--- src/hw/rtl/kmce_pkg.sv ---
`default_nettype none

package kmce_pkg;

    localparam int LEVEL_BITS      = 16;
    localparam int ROW_BITS        = 4;
    localparam int INDEX_BITS      = 9;
    localparam int DEF_MAX_COLUMNS = 16;
    localparam int DEF_MAX_ROWS    = 16;
    localparam int QUEUE_DEPTH     = 2;

    localparam int CFG_INDEX_BITS  = 2;
    localparam int CFG_DATA_BITS   = 8;

    typedef enum logic [CFG_INDEX_BITS-1:0] {
        CFG_COLUMN_COUNT  = 2'd0,
        CFG_ROW_COUNT     = 2'd1,
        CFG_INDEX_BASE    = 2'd2,
        CFG_EVENTS_ENABLE = 2'd3
    } t_cfg_index;

    typedef struct packed {
        logic [ROW_BITS-1:0]   row;
        logic [LEVEL_BITS-1:0] column_levels;
    } t_in;

    typedef struct packed {
        logic [INDEX_BITS-1:0] key_index;
        logic                  pressed;
        logic                  last;
    } t_out;

    typedef struct packed {
        logic [CFG_INDEX_BITS-1:0] index;
        logic [CFG_DATA_BITS-1:0]  data;
    } t_cfg_wr;

    // one row's worth of work handed from front to back
    typedef struct packed {
        logic [INDEX_BITS-1:0] row_base;
        logic [LEVEL_BITS-1:0] now_down;
        logic [LEVEL_BITS-1:0] changed;
    } t_job;

endpackage

`default_nettype wire

--- src/hw/rtl/key_matrix_change_events_unit.sv ---
// Channel   Dir  Handshake                Payload
// -------   ---  -----------------------  ---------------------------------
// cfg       in   i_cfg_valid/o_cfg_ready  i_cfg_index, i_cfg_data
// item      in   push/full                i_in (row, column_levels)
// event     out  empty/pop                o_out (key_index, pressed, last)
//
// The front takes one row per cycle while the job queue has room; a row
// with no events to report finishes in that cycle.
// The back loads a job, then emits one event per changed key while the event
// output has room; it loads the next job only after the row's last event.
// Key state sits in flip-flops cleared by reset; no sweep follows reset.
// A stalled event output holds the back, which fills the queue, raising full.
`default_nettype none

module key_matrix_change_events_unit
    import kmce_pkg::*;
#(
    parameter int MAX_COLUMNS = DEF_MAX_COLUMNS,
    parameter int MAX_ROWS    = DEF_MAX_ROWS
) (
    input  wire logic                      i_clk,
    input  wire logic                      i_rst_n,
    input  wire logic                      i_cfg_valid,
    output logic                           o_cfg_ready,
    input  wire logic [CFG_INDEX_BITS-1:0] i_cfg_index,
    input  wire logic [CFG_DATA_BITS-1:0]  i_cfg_data,
    input  wire logic                      push,
    output logic                           full,
    input  wire t_in                       i_in,
    output logic                           empty,
    input  wire logic                      pop,
    output t_out                           o_out
);

    t_cfg_wr cfg_wr;
    t_job    front_job;
    t_job    queue_job;
    logic    job_push;
    logic    job_pop;
    logic    queue_full;
    logic    queue_empty;

    assign o_cfg_ready  = 1'b1;
    assign cfg_wr.index = i_cfg_index;
    assign cfg_wr.data  = i_cfg_data;

    kmce_front #(
        .MAX_COLUMNS (MAX_COLUMNS),
        .MAX_ROWS    (MAX_ROWS)
    ) u_front (
        .i_clk        (i_clk),
        .i_rst_n      (i_rst_n),
        .i_cfg_we     (i_cfg_valid && o_cfg_ready),
        .i_cfg        (cfg_wr),
        .i_push       (push),
        .i_in         (i_in),
        .i_queue_full (queue_full),
        .o_full       (full),
        .o_job_push   (job_push),
        .o_job        (front_job)
    );

    kmce_queue u_queue (
        .i_clk   (i_clk),
        .i_rst_n (i_rst_n),
        .i_push  (job_push),
        .i_job   (front_job),
        .i_pop   (job_pop),
        .o_full  (queue_full),
        .o_empty (queue_empty),
        .o_job   (queue_job)
    );

    kmce_back u_back (
        .i_clk       (i_clk),
        .i_rst_n     (i_rst_n),
        .i_job_empty (queue_empty),
        .i_job       (queue_job),
        .o_job_pop   (job_pop),
        .i_pop       (pop),
        .o_empty     (empty),
        .o_out       (o_out)
    );

endmodule

`default_nettype wire

--- src/hw/rtl/kmce_front.sv ---
`default_nettype none

module kmce_front
    import kmce_pkg::*;
#(
    parameter int MAX_COLUMNS = DEF_MAX_COLUMNS,
    parameter int MAX_ROWS    = DEF_MAX_ROWS
) (
    input  wire logic    i_clk,
    input  wire logic    i_rst_n,
    input  wire logic    i_cfg_we,
    input  wire t_cfg_wr i_cfg,
    input  wire logic    i_push,
    input  wire t_in     i_in,
    input  wire logic    i_queue_full,
    output logic         o_full,
    output logic         o_job_push,
    output t_job         o_job
);

    localparam int ACT_MAX    = (MAX_COLUMNS < LEVEL_BITS) ? MAX_COLUMNS : LEVEL_BITS;
    localparam int STORE_ROWS = (MAX_ROWS < (1 << ROW_BITS)) ? MAX_ROWS : (1 << ROW_BITS);
    localparam int RIW        = (STORE_ROWS > 1) ? $clog2(STORE_ROWS) : 1;

    logic [4:0] r_col_count;
    logic [4:0] r_row_count;
    logic [7:0] r_index_base;
    logic       r_events_en;

    logic [LEVEL_BITS-1:0] r_store [STORE_ROWS];

    logic                  accept;
    logic                  row_ok;
    logic [4:0]            cols;
    logic [LEVEL_BITS-1:0] mask;
    logic [LEVEL_BITS-1:0] stored;
    logic [LEVEL_BITS-1:0] now_down;
    logic [LEVEL_BITS-1:0] changed;
    logic [RIW-1:0]        ridx;

    always_ff @(posedge i_clk) begin
        if (!i_rst_n) begin
            r_col_count  <= 5'd16;
            r_row_count  <= 5'd16;
            r_index_base <= 8'd0;
            r_events_en  <= 1'b0;
        end else if (i_cfg_we) begin
            case (t_cfg_index'(i_cfg.index))
                CFG_COLUMN_COUNT:  r_col_count  <= i_cfg.data[4:0];
                CFG_ROW_COUNT:     r_row_count  <= i_cfg.data[4:0];
                CFG_INDEX_BASE:    r_index_base <= i_cfg.data;
                CFG_EVENTS_ENABLE: r_events_en  <= i_cfg.data[0];
                default: ;
            endcase
        end
    end

    assign ridx   = i_in.row[RIW-1:0];
    assign accept = i_push && !i_queue_full;
    assign row_ok = ({1'b0, i_in.row} < r_row_count) && (32'(i_in.row) < MAX_ROWS);
    assign cols   = (32'(r_col_count) > ACT_MAX) ? 5'(ACT_MAX) : r_col_count;
    assign stored = r_store[ridx];

    always_comb begin
        for (int c = 0; c < LEVEL_BITS; c++) begin
            mask[c] = (5'(c) < cols);
        end
    end

    assign now_down = ~i_in.column_levels & mask;
    assign changed  = (now_down ^ stored) & mask;

    always_ff @(posedge i_clk) begin
        if (!i_rst_n) begin
            for (int r = 0; r < STORE_ROWS; r++) begin
                r_store[r] <= '0;
            end
        end else if (accept && row_ok) begin
            r_store[ridx] <= now_down;
        end
    end

    assign o_full          = i_queue_full;
    assign o_job_push      = accept && row_ok && r_events_en && (changed != '0);
    assign o_job.row_base  = 9'({1'b0, r_index_base}) + 9'({5'b0, i_in.row} * {4'b0, cols});
    assign o_job.now_down  = now_down;
    assign o_job.changed   = changed;

endmodule

`default_nettype wire

--- src/hw/rtl/kmce_queue.sv ---
`default_nettype none

module kmce_queue
    import kmce_pkg::*;
(
    input  wire logic i_clk,
    input  wire logic i_rst_n,
    input  wire logic i_push,
    input  wire t_job i_job,
    input  wire logic i_pop,
    output logic      o_full,
    output logic      o_empty,
    output t_job      o_job
);

    localparam int PW = (QUEUE_DEPTH > 1) ? $clog2(QUEUE_DEPTH) : 1;
    localparam int CW = $clog2(QUEUE_DEPTH + 1);

    t_job          r_mem [QUEUE_DEPTH];
    logic [PW-1:0] r_wp;
    logic [PW-1:0] r_rp;
    logic [CW-1:0] r_cnt;

    logic do_push;
    logic do_pop;

    assign o_full  = (32'(r_cnt) == QUEUE_DEPTH);
    assign o_empty = (r_cnt == '0);
    assign do_push = i_push && !o_full;
    assign do_pop  = i_pop && !o_empty;
    assign o_job   = r_mem[r_rp];

    always_ff @(posedge i_clk) begin
        if (do_push) begin
            r_mem[r_wp] <= i_job;
        end
    end

    always_ff @(posedge i_clk) begin
        if (!i_rst_n) begin
            r_wp  <= '0;
            r_rp  <= '0;
            r_cnt <= '0;
        end else begin
            if (do_push) begin
                r_wp <= (32'(r_wp) == QUEUE_DEPTH - 1) ? '0 : r_wp + 1'b1;
            end
            if (do_pop) begin
                r_rp <= (32'(r_rp) == QUEUE_DEPTH - 1) ? '0 : r_rp + 1'b1;
            end
            if (do_push && !do_pop) begin
                r_cnt <= r_cnt + 1'b1;
            end else if (do_pop && !do_push) begin
                r_cnt <= r_cnt - 1'b1;
            end
        end
    end

endmodule

`default_nettype wire

--- src/hw/rtl/kmce_back.sv ---
`default_nettype none

module kmce_back
    import kmce_pkg::*;
(
    input  wire logic i_clk,
    input  wire logic i_rst_n,
    input  wire logic i_job_empty,
    input  wire t_job i_job,
    output logic      o_job_pop,
    input  wire logic i_pop,
    output logic      o_empty,
    output t_out      o_out
);

    logic                  r_busy;
    logic [LEVEL_BITS-1:0] r_mask;
    logic [LEVEL_BITS-1:0] r_down;
    logic [INDEX_BITS-1:0] r_base;
    logic                  r_out_valid;
    t_out                  r_out;

    logic                  slot_free;
    logic                  emit;
    logic [LEVEL_BITS-1:0] lowbit;
    logic [LEVEL_BITS-1:0] rest;
    logic [3:0]            col;

    assign slot_free = !r_out_valid || i_pop;
    assign emit      = r_busy && slot_free;
    assign o_job_pop = !r_busy && !i_job_empty;

    // isolate the lowest pending column, then encode it
    assign lowbit = r_mask & (~r_mask + 1'b1);
    assign rest   = r_mask & ~lowbit;

    always_comb begin
        col = '0;
        for (int c = 0; c < LEVEL_BITS; c++) begin
            col = col | (lowbit[c] ? 4'(c) : 4'd0);
        end
    end

    always_ff @(posedge i_clk) begin
        if (!i_rst_n) begin
            r_busy <= 1'b0;
        end else if (o_job_pop) begin
            r_busy <= 1'b1;
        end else if (emit && (rest == '0)) begin
            r_busy <= 1'b0;
        end
    end

    always_ff @(posedge i_clk) begin
        if (o_job_pop) begin
            r_mask <= i_job.changed;
            r_down <= i_job.now_down;
            r_base <= i_job.row_base;
        end else if (emit) begin
            r_mask <= rest;
        end
    end

    always_ff @(posedge i_clk) begin
        if (!i_rst_n) begin
            r_out_valid <= 1'b0;
        end else if (emit) begin
            r_out_valid <= 1'b1;
        end else if (i_pop) begin
            r_out_valid <= 1'b0;
        end
    end

    always_ff @(posedge i_clk) begin
        if (emit) begin
            r_out.key_index <= r_base + {5'b0, col};
            r_out.pressed   <= |(r_down & lowbit);
            r_out.last      <= (rest == '0);
        end
    end

    assign o_empty = !r_out_valid;
    assign o_out   = r_out;

    a_busy_has_work: assert property (@(posedge i_clk) disable iff (!i_rst_n)
        r_busy |-> (r_mask != '0))
        else $error("back busy with no pending column");

    a_last_ends_row: assert property (@(posedge i_clk) disable iff (!i_rst_n)
        (emit && (rest == '0)) |=> (!r_busy && r_out_valid && r_out.last))
        else $error("final event did not close the row");

    a_no_load_while_busy: assert property (@(posedge i_clk) disable iff (!i_rst_n)
        o_job_pop |-> (!r_busy && !i_job_empty))
        else $error("job taken while back busy or queue empty");

    a_emit_clears_bit: assert property (@(posedge i_clk) disable iff (!i_rst_n)
        (emit && !o_job_pop) |=> ($countones(r_mask) == $countones($past(r_mask)) - 1))
        else $error("emit did not retire exactly one column");

endmodule

`default_nettype wire

--- config.mk ---
export PLATFORM = sky130hd
export DESIGN_NAME = key_matrix_change_events_unit
export DESIGN_NICKNAME = d
export VERILOG_FILES = /design/src/hw/rtl/kmce_pkg.sv /design/src/hw/rtl/key_matrix_change_events_unit.sv /design/src/hw/rtl/kmce_front.sv /design/src/hw/rtl/kmce_queue.sv /design/src/hw/rtl/kmce_back.sv
export SDC_FILE = /design/constraint.sdc
export NUM_CORES = 1
export LEC_CHECK = 0
export BUFFER_PORTS_ARGS = -buffer_cell sky130_fd_sc_hd__buf_4
export CAP_MARGIN = 20
export CORE_UTILIZATION = 55
export DETAILED_ROUTE_END_ITERATION = 7
export PLACE_DENSITY = 0.74
export SYNTH_ARGS = -nofsm -noshare
export SYNTH_HDL_FRONTEND = slang
export SYNTH_HIERARCHICAL = 1
export SYNTH_SLANG_ARGS = --single-unit
--- constraint.sdc ---
create_clock -name i_clk -period 5 [get_ports i_clk]
set_input_delay 0.5 -clock i_clk [delete_from_list [all_inputs] [get_ports i_clk]]
set_output_delay 0.5 -clock i_clk [all_outputs]
set_load 0.1 [all_outputs]
==> results of run 1 <==
## worst max-delay path by stage
stage	slack [ns]	endpoint	start
finish	0.96	u_queue/r_mem[0][40]$_DFFE_PP_	u_front/r_col_count[0]$_SDFFE_PN0P_
CTS	0.98	u_queue/r_mem[0][40]$_DFFE_PP_	u_front/r_col_count[4]$_SDFFE_PN1P_
floorplan	0.12	u_queue/r_mem[0][0]$_DFFE_PP_	i_in[17]
global route	0.71	u_queue/r_mem[0][40]$_DFFE_PP_	u_front/r_col_count[4]$_SDFFE_PN1P_
detailed placement	0.47	u_queue/r_cnt[1]$_SDFFE_PN0P_	i_in[16]
global placement	0.49	u_queue/r_cnt[1]$_SDFFE_PN0P_	i_in[16]
## worst reg2reg max path, delay by kind of cell (launching register included)
kind | cells | cell delay (ns)
adder cells (fa/ha/maj) | 4 | 1.89
AO/OA/AOI/OAI | 5 | 0.79
flip-flops | 1 | 0.56
AND/OR/NAND/NOR | 2 | 0.41
XOR/XNOR | 1 | 0.10
buffers and inverters | 1 | 0.05
## per-layer routing
| layer | routed length (microns) | vias up | track usage [%] |
|---|---|---|---|
| li1 | - | 5227 | - |
| met2 | 22000 | 510 | 43.1 |
| met5 | 0 | - | 0 |
| met4 | 1270 | 0 | 8.68 |
| met1 | 17300 | 5840 | 33.3 |
| met3 | 3340 | 80 | 3.54 |
## registers in the layout (all words and copies together) (netlist names), 2 cells and up, named ones only
name,cells
u_back/o_out,11
u_front/r_store,256
u_front/r_index_base,8
u_queue/r_mem,82
u_back/r_down,16
u_front/r_col_count,5
u_front/r_row_count,5
u_back/r_base,9
u_back/r_mask,16
u_queue/r_cnt,2
## synth_stat cells, drive strengths merged, types with 5 or more instances
| master | instances | share of area, % |
|---|---|---|
| or2 | 17 | 0.55 |
| a21boi | 5 | 0.20 |
| mux2 | 41 | 2.4 |
| nor4 | 7 | 0.34 |
| nor2b | 17 | 0.55 |
| buf | 44 | 1.4 |
| dfxtp | 26 | 2.7 |
| o21ai | 23 | 0.60 |
| nand3 | 17 | 0.60 |
| nand2b | 10 | 0.33 |
| nor3 | 15 | 0.44 |
| edfxtp | 390 | 61 |
| xnor2 | 17 | 0.77 |
| ha | 24 | 1.6 |
| nand2 | 63 | 1.2 |
| mux4 | 59 | 6.9 |
| inv | 62 | 1.2 |
| a21oi | 28 | 0.73 |
| a221oi | 9 | 0.41 |
| a22oi | 19 | 0.74 |
| mux2i | 38 | 2.0 |
| clkbuf | 63 | 1.2 |
| nand3b | 10 | 0.51 |
| nor2 | 299 | 5.8 |
| and2 | 21 | 0.68 |
| fa | 13 | 1.4 |
| a21o | 7 | 0.27 |
| and3 | 11 | 0.36 |
| xor2 | 5 | 0.23 |
| a22o | 5 | 0.23 |
## placed cells by master, fill, tap and decap left out, types with 17 or more instances in the layout
cell type	synthesis	layout
mux2i_1	38	38
xnor2_1	17	17
nand2_1	63	63
buf_4	8	97
and2_1	21	21
dfxtp_1	26	25
ha_1	24	24
nor2_1	299	299
a22oi_1	19	19
inv_1	60	60
clkbuf_16	0	43
nor2b_1	17	17
a21oi_1	28	28
mux4_2	59	59
edfxtp_1	390	390
mux2_2	38	38
or2_2	17	17
o21ai_0	22	22
## cell families (layout without fill, tap and decap cells)
group	after synthesis	count (layout)	synth area share, %
AOI/OAI and AO/OA	135	135	5.10
muxes	138	138	11.3
adders and majority gates	38	38	2.97
other	1	1	0.0195
xor gates and xnor gates	22	22	1.00
buffers and inverters	169	236	3.82
and+or+nand+nor	503	503	12.2
DFF	416	416	63.6
## power breakdown
group / switching (mW) / leakage (nW) / total, mW / internal (mW)
combinational: 0.406 / 3.39 / 0.625 / 0.218
clock: 1.26 / 0.653 / 3.03 / 1.77
sequential: 0.0613 / 4.08 / 4.00 / 3.94
## stage by stage
step | setup slack (ns) | instance area, sq um | cells | hold slack (ns) | utilization, %
after floorplan | 0.119 | 19200 | 1422 | 0.454 | -
after global placement | 0.492 | 20100 | 1868 | 0.467 | 58.2
after detailed placement | 0.471 | 20100 | 1868 | 0.487 | 58.2
after CTS | 0.982 | 21400 | 1944 | 0.179 | 62.1
after global routing | 0.705 | 21400 | 1944 | 0.191 | 62.1
final | 0.964 | 21400 | 1944 | 0.193 | 62.1
## layout make-up
| cell class | instances | area share (%) |
|---|---|---|
| Clock inverter | 18 | 0.843 |
| Multi-Input combinational cell | 837 | 29.3 |
| Timing Repair Buffer | 98 | 3.50 |
| Clock buffer | 58 | 5.39 |
| Inverter | 62 | 1.09 |
| Sequential cell | 416 | 57.2 |
| Tap cell | 455 | 2.66 |
==> impl_metrics.env, run 1 <==
export IMPL_tightest_slew_ns=0.998
export IMPL_grt_pass1_vias=11800
export IMPL_die_h_microns=189
export IMPL_cts_resized=0
export IMPL_dieArea_sq_mm=0.0357
export IMPL_core_rowCount=68
export IMPL_fin_skew_ns=0.0308
export IMPL_gr_usage_all_layers_pct=25.3
export IMPL_synth_ff_type="edfxtp_1"
export IMPL_critPathCaptureType="flip-flop"
export IMPL_drcViolationCount=0
export IMPL_path_buf_inv=1
export IMPL_slew_headroom_pct=33.4
export IMPL_yosysWarnings=6
export IMPL_clk_path_buf_depth=3
export IMPL_crit_fanout=8
export IMPL_rsz0062_at_grt="false"
export IMPL_p_leak_nw=8.12
export IMPL_finalSetupViolations=0
export IMPL_crit_slowest_cell="dfxtp_1"
export IMPL_setup_tns_ns=0
export IMPL_fmaxAchievable_ghz=0.248
export IMPL_arrival_ns=4.32
export IMPL_register_area_sq_mm=0.0122
export IMPL_vias=11700
export IMPL_status="finished clean"
export IMPL_hold_class="input pin to flip-flop"
export IMPL_syn_inst=1422
export IMPL_overflow=0
export IMPL_ctsHoldBuffers=0
export IMPL_wl_microns=43900
export IMPL_slew_violations=0
export IMPL_fillers=2540
export IMPL_io_pins=49
export IMPL_path_cells="nor2b_1, nand2_1, fa_1, fa_1, fa_1, inv_1, ha_1, a21oi_1, o21bai_1, a21oi_1, o21bai_1, a21oi_1, xnor2_1"
export IMPL_nNetsFinal=1529
export IMPL_cts_sinks=416
export IMPL_syn_nets=1494
export IMPL_ant_nets=0
export IMPL_dr_pass1_iters=7
export IMPL_hold_viol_final=0
export IMPL_r2r_end="u_queue/r_mem[0][40]$_DFFE_PP_"
export IMPL_cts_tree="yes"
export IMPL_coreArea_sq_mm=0.0345
export IMPL_numCtsBuffers=42
export IMPL_async_flop_share_pct=0
export IMPL_min_period_over_period_pct=80.7
export IMPL_worstSetupPathType="flip-flop to flip-flop"
export IMPL_drt_iter0_drc=1106
export IMPL_gp_routability_congestion=0.866
export IMPL_syn_area_sq_mm=0.0192
export IMPL_ys_ff_latch=416
export IMPL_power_mw=7.66
export IMPL_drv_cap=0
export IMPL_fin_crit_ns=4.04
export IMPL_root_buffer="clkbuf_16"
export IMPL_htree_levels=2
export IMPL_synth_seq_area_share_pct=63.6
export IMPL_antenna_found_initial=0
export IMPL_die_w_microns=189
export IMPL_drive_gt1_share_pct=20.0
export IMPL_dpl_hpwl_microns=29200
export IMPL_antennaDiodeCount=0
export IMPL_clk_latency_ns=0.55
export IMPL_synth_edff_count=390
export IMPL_powerDensity_mw_per_mm2=358
export IMPL_min_delay_start="i_cfg_data[6]"
export IMPL_r2r_slack_ns=0.96
export IMPL_start_kind="flip-flop"
export IMPL_area_growth_pct=11.2
export IMPL_peakVddDrop_v=0.000227
export IMPL_port_buffers=47
export IMPL_viasPerCell=6.00
export IMPL_synth_area_per_cell_sq_um=13.5
export IMPL_rr_worst_depth=13
export IMPL_worstReg2RegStart="u_front/r_col_count[0]$_SDFFE_PN0P_"
export IMPL_synth_distinct_cells=68
export IMPL_cts_clk_slew_worst_paths_ns=0.06
export IMPL_crit_family="adder cells"
export IMPL_grt_max_degree=48
export IMPL_min_to="u_front/r_index_base[6]$_SDFFE_PN0P_"
export IMPL_wire_per_inst_microns=22.6
export IMPL_cts_setup_buffers=0
export IMPL_initial_core_util_pct=55.8
export IMPL_crit_cells=13
export IMPL_worst_ep_required_time_ns=5.29
export IMPL_critical_path_max_stage_delay_ns=0.56
export IMPL_holdPathStages=3
export IMPL_multiInputGateArea_sq_mm=0.00627
export IMPL_grt_first_pass_wirelength_microns=68200
Power figures use the tool's default switching activity.
==> run 2: changes to the inputs <==
--- a/config.mk
+++ b/config.mk
@@ -5,6 +5,7 @@
 export SDC_FILE = /design/constraint.sdc
 export NUM_CORES = 1
 export LEC_CHECK = 0
+export ABC_AREA = 1
 export BUFFER_PORTS_ARGS = -buffer_cell sky130_fd_sc_hd__buf_4
 export CAP_MARGIN = 20
 export CORE_UTILIZATION = 55
==> constraint.sdc (replaced) <==
create_clock -name i_clk -period 3.7 [get_ports i_clk]
set_input_delay 0.37 -clock i_clk [delete_from_list [all_inputs] [get_ports i_clk]]
set_output_delay 0.37 -clock i_clk [all_outputs]
set_load 0.1 [all_outputs]
==> run 2 against run 1 <==
The run now ends with setup timing left; core utilization grew 1.5 points; first-iteration DRC count grew 7.0%; die area up 7.5%; worst setup slack lost 1.2 ns; cell count increased by 46%; synthesized cell count increased by 58%; clock power rose by 45%; non-clock buffer count up 37; highest routed layer unchanged.
==> impl_metrics.env, run 2 <==
export IMPL_status="finished, violations left"
export IMPL_violations="setup timing"
export IMPL_r2r_slack_ns=-0.19
export IMPL_layout_setup_ws_ns=-0.187
export IMPL_fillers=2988
export IMPL_yosysWarnings=6
export IMPL_syn_inst=2248
export IMPL_drive_gt1_share_pct=12.9
export IMPL_overflow=0
export IMPL_port_buffers=47
export IMPL_drt_iter0_drc=1183
export IMPL_async_flop_share_pct=0
export IMPL_numCtsBuffers=44
export IMPL_synth_top_family_by_area="simple AND/OR/NAND/NOR gates"
export IMPL_crit_path_frequent_cell="nor2_1"
export IMPL_synth_distinct_cells=47
export IMPL_vias=14900
export IMPL_cts_clk_slew_worst_paths_ns=0.06
export IMPL_synth_compound_area_share_pct=3.33
export IMPL_route_met3_wl_microns=3360
export IMPL_io_pins=49
export IMPL_grt_max_degree=73
export IMPL_gp_routability_congestion=0.989
export IMPL_cts_tree="yes"
export IMPL_core_rowCount=70
export IMPL_crit_family="adder cells"
export IMPL_syn_area_sq_mm=0.0207
export IMPL_antenna_found_initial=0
export IMPL_path_cells="inv_2, nand2_2, o21ai_2, nand2_2, inv_2, nand2_2, fa_1, fa_1, fa_1, inv_2, ha_4, a21oi_2, nand2_1, a21o_1, a21oi_2, nor2_1, nor2_1, nor2_1, nor2_1, xor2_1"
export IMPL_final_area_sq_mm=0.0234
export IMPL_syn_nets=2320
export IMPL_synth_edff_count=390
export IMPL_synth_seq_area_share_pct=59.1
export IMPL_worst_ep_required_time_ns=4.09
export IMPL_min_to="u_front/r_index_base[6]$_SDFFE_PN0P_"
export IMPL_die_h_microns=196
export IMPL_crit_start="u_front/r_col_count[0]$_SDFFE_PN0P_"
export IMPL_synth_simple_area_share_pct=22.9
export IMPL_tightest_slew_ns=1.02
export IMPL_wl_met1_microns=20200
export IMPL_ant_nets=0
export IMPL_wire_per_inst_microns=17.6
export IMPL_arrival_ns=4.28
export IMPL_slew_headroom_pct=31.7
export IMPL_r2r_end="u_queue/r_mem[0][40]$_DFFE_PP_"
export IMPL_wl_microns=49800
export IMPL_path_buf_inv=3
export IMPL_ys_ff_latch=416
export IMPL_synth_adder_area_share_pct=2.71
export IMPL_powerDensity_mw_per_mm2=475
export IMPL_nNetsFinal=2403
export IMPL_viasPerCell=5.27
export IMPL_multiInputGateArea_sq_mm=0.00683
export IMPL_ys_top_cells_by_area="edfxtp_1, nand2_1, nor2_1, inv_1, mux2_4"
export IMPL_finalSetupViolations=4
export IMPL_final_common_cell="nand2_1"
export IMPL_crit_fanout=3
export IMPL_synth_common_cells="nand2_1, nor2_1, edfxtp_1"
export IMPL_dieArea_sq_mm=0.0384
export IMPL_cts_sinks=416
export IMPL_worstReg2RegStart="u_front/r_col_count[0]$_SDFFE_PN0P_"
export IMPL_synthMostInstantiatedCell="nand2_1"
export IMPL_yosysTopAreaCellShare_pct=56.6
export IMPL_htree_levels=2
export IMPL_fin_crit_ns=3.89
export IMPL_dpl_cell_area_sq_mm=0.0218
export IMPL_grt_first_pass_wirelength_microns=77600
export IMPL_register_area_sq_mm=0.0122
export IMPL_topRoutingLayerUsed="met4"
export IMPL_root_buffer="clkbuf_16"
export IMPL_fin_skew_ns=0.0218
export IMPL_largest_register_ffs=256
export IMPL_peakVddDrop_v=0.000499
export IMPL_clk_path_buf_depth=3
export IMPL_initial_core_util_pct=56.2
export IMPL_dr_pass1_iters=5
export IMPL_critical_path_max_stage_delay_ns=0.54
export IMPL_coreArea_sq_mm=0.0368
export IMPL_top_regs="u_front/r_store: 256 flops, u_queue/r_mem: 82 flops"
export IMPL_ctsHoldBuffers=0
export IMPL_hold_class="input pin to flip-flop"
export IMPL_layout_common_cells="nand2_1, nor2_1, edfxtp_1, inv_1, buf_4"
export IMPL_fmaxAchievable_ghz=0.257
export IMPL_worstSetupPathType="flip-flop to flip-flop"
export IMPL_antennaDiodeCount=0
export IMPL_min_period_over_period_pct=105
export IMPL_start_kind="flip-flop"
export IMPL_dpl_hpwl_microns=32900
export IMPL_p_leak_nw=10.6
export IMPL_muxShareOfSynthArea_pct=2.96
export IMPL_yosysTopAreaCell="edfxtp_1"
export IMPL_drv_cap=0
export IMPL_rsz0062_at_grt="true"
export IMPL_die_w_microns=196
export IMPL_drcViolationCount=0
export IMPL_slew_violations=0
export IMPL_area_growth_pct=13.1
export IMPL_hold_viol_final=0
export IMPL_largest_register="u_front/r_store"
export IMPL_routed_wl_met2_microns=24000
export IMPL_grt_pass1_vias=14500
export IMPL_clk_latency_ns=0.56
export IMPL_holdPathStages=3
export IMPL_min_delay_start="i_cfg_data[6]"
export IMPL_gr_usage_all_layers_pct=26.3
export IMPL_synth_area_per_cell_sq_um=9.20
export IMPL_crit_slowest_cell="fa_1"
export IMPL_synth_ff_type="edfxtp_1"
export IMPL_rr_worst_depth=20
export IMPL_power_mw=11.1
export IMPL_critPathCaptureType="flip-flop"
export IMPL_synth_xor_area_share_pct=0.593
-- run 2: repair_timing --
item,4_1_cts,5_1_grt
buffers inserted,3,2
pin swaps,13,21
gates resized for setup,8,17
setup endpoints to repair,4,9
-- run 2: per-stage QoR --
stage,hold slack (ns),cells,utilization (%),setup slack (ns),setup TNS [ns]
after CTS,0.0402,2831,63.4,-0.122,-0.426
after detailed placement,0.453,2748,59.3,-0.137,-0.508
after global placement,0.457,2748,59.3,-0.0670,-0.252
final,0.0541,2833,63.6,-0.187,-0.480
after floorplan,0.422,2248,-,-0.280,-23.01
after global routing,0.0501,2833,63.6,-0.336,-1.10
-- run 2: worst reg2reg max path, stage by stage (launching register included) --
cell,delay [ns]
dfxtp_2,0.32
inv_2,0.07
nand2_2,0.08
o21ai_2,0.15
nand2_2,0.10
inv_2,0.08
nand2_2,0.05
fa_1,0.51
fa_1,0.45
fa_1,0.54
inv_2,0.05
ha_4,0.22
a21oi_2,0.13
nand2_1,0.09
a21o_1,0.18
a21oi_2,0.15
nor2_1,0.07
nor2_1,0.11
nor2_1,0.06
nor2_1,0.11
xor2_1,0.20
-- run 2: logic make-up after synthesis --
kind of cell | after synthesis
AO/OA/AOI/OAI | 128
XOR/XNOR | 14
adder cells (fa/ha/maj) | 37
buffers and inverters | 415
flip-flops | 416
multiplexers | 41
other | 1
AND/OR/NAND/NOR | 1196
-- run 2: power by group --
part | switching [mW] | total, mW | internal, mW | leakage [nW]
clock | 1.80 | 4.38 | 2.58 | 0.695
sequential | 0.0823 | 5.47 | 5.39 | 4.08
combinational | 0.898 | 1.26 | 0.359 | 5.82
-- run 2: worst max path at each step --
stage	slack (ns)	to	depth (start not counted)
final	-0.19	u_queue/r_mem[0][40]$_DFFE_PP_	20
after global routing	-0.34	u_queue/r_mem[0][40]$_DFFE_PP_	20
after CTS	-0.12	u_queue/r_mem[0][40]$_DFFE_PP_	20
after detailed placement	-0.14	u_queue/r_mem[0][40]$_DFFE_PP_	20
after global placement	-0.07	u_queue/r_mem[0][39]$_DFFE_PP_	19
after floorplan	-0.28	u_queue/r_mem[1][0]$_DFFE_PP_	19
-- run 2: per-layer routing --
layer  up-vias  track usage [%]
met5         -                0
met4         0             12.2
met3       117             4.18
met2       544             43.9
met1      7041             34.0
li1       7237                -
-- run 2: final cells by class --
class	instances	share of cell area, %
Tap cell	468	2.50
Timing Repair Buffer	135	4.65
Inverter	317	5.10
Sequential cell	416	52.3
Multi-Input combinational cell	1417	29.2
Clock buffer	57	5.14
Clock inverter	23	1.09
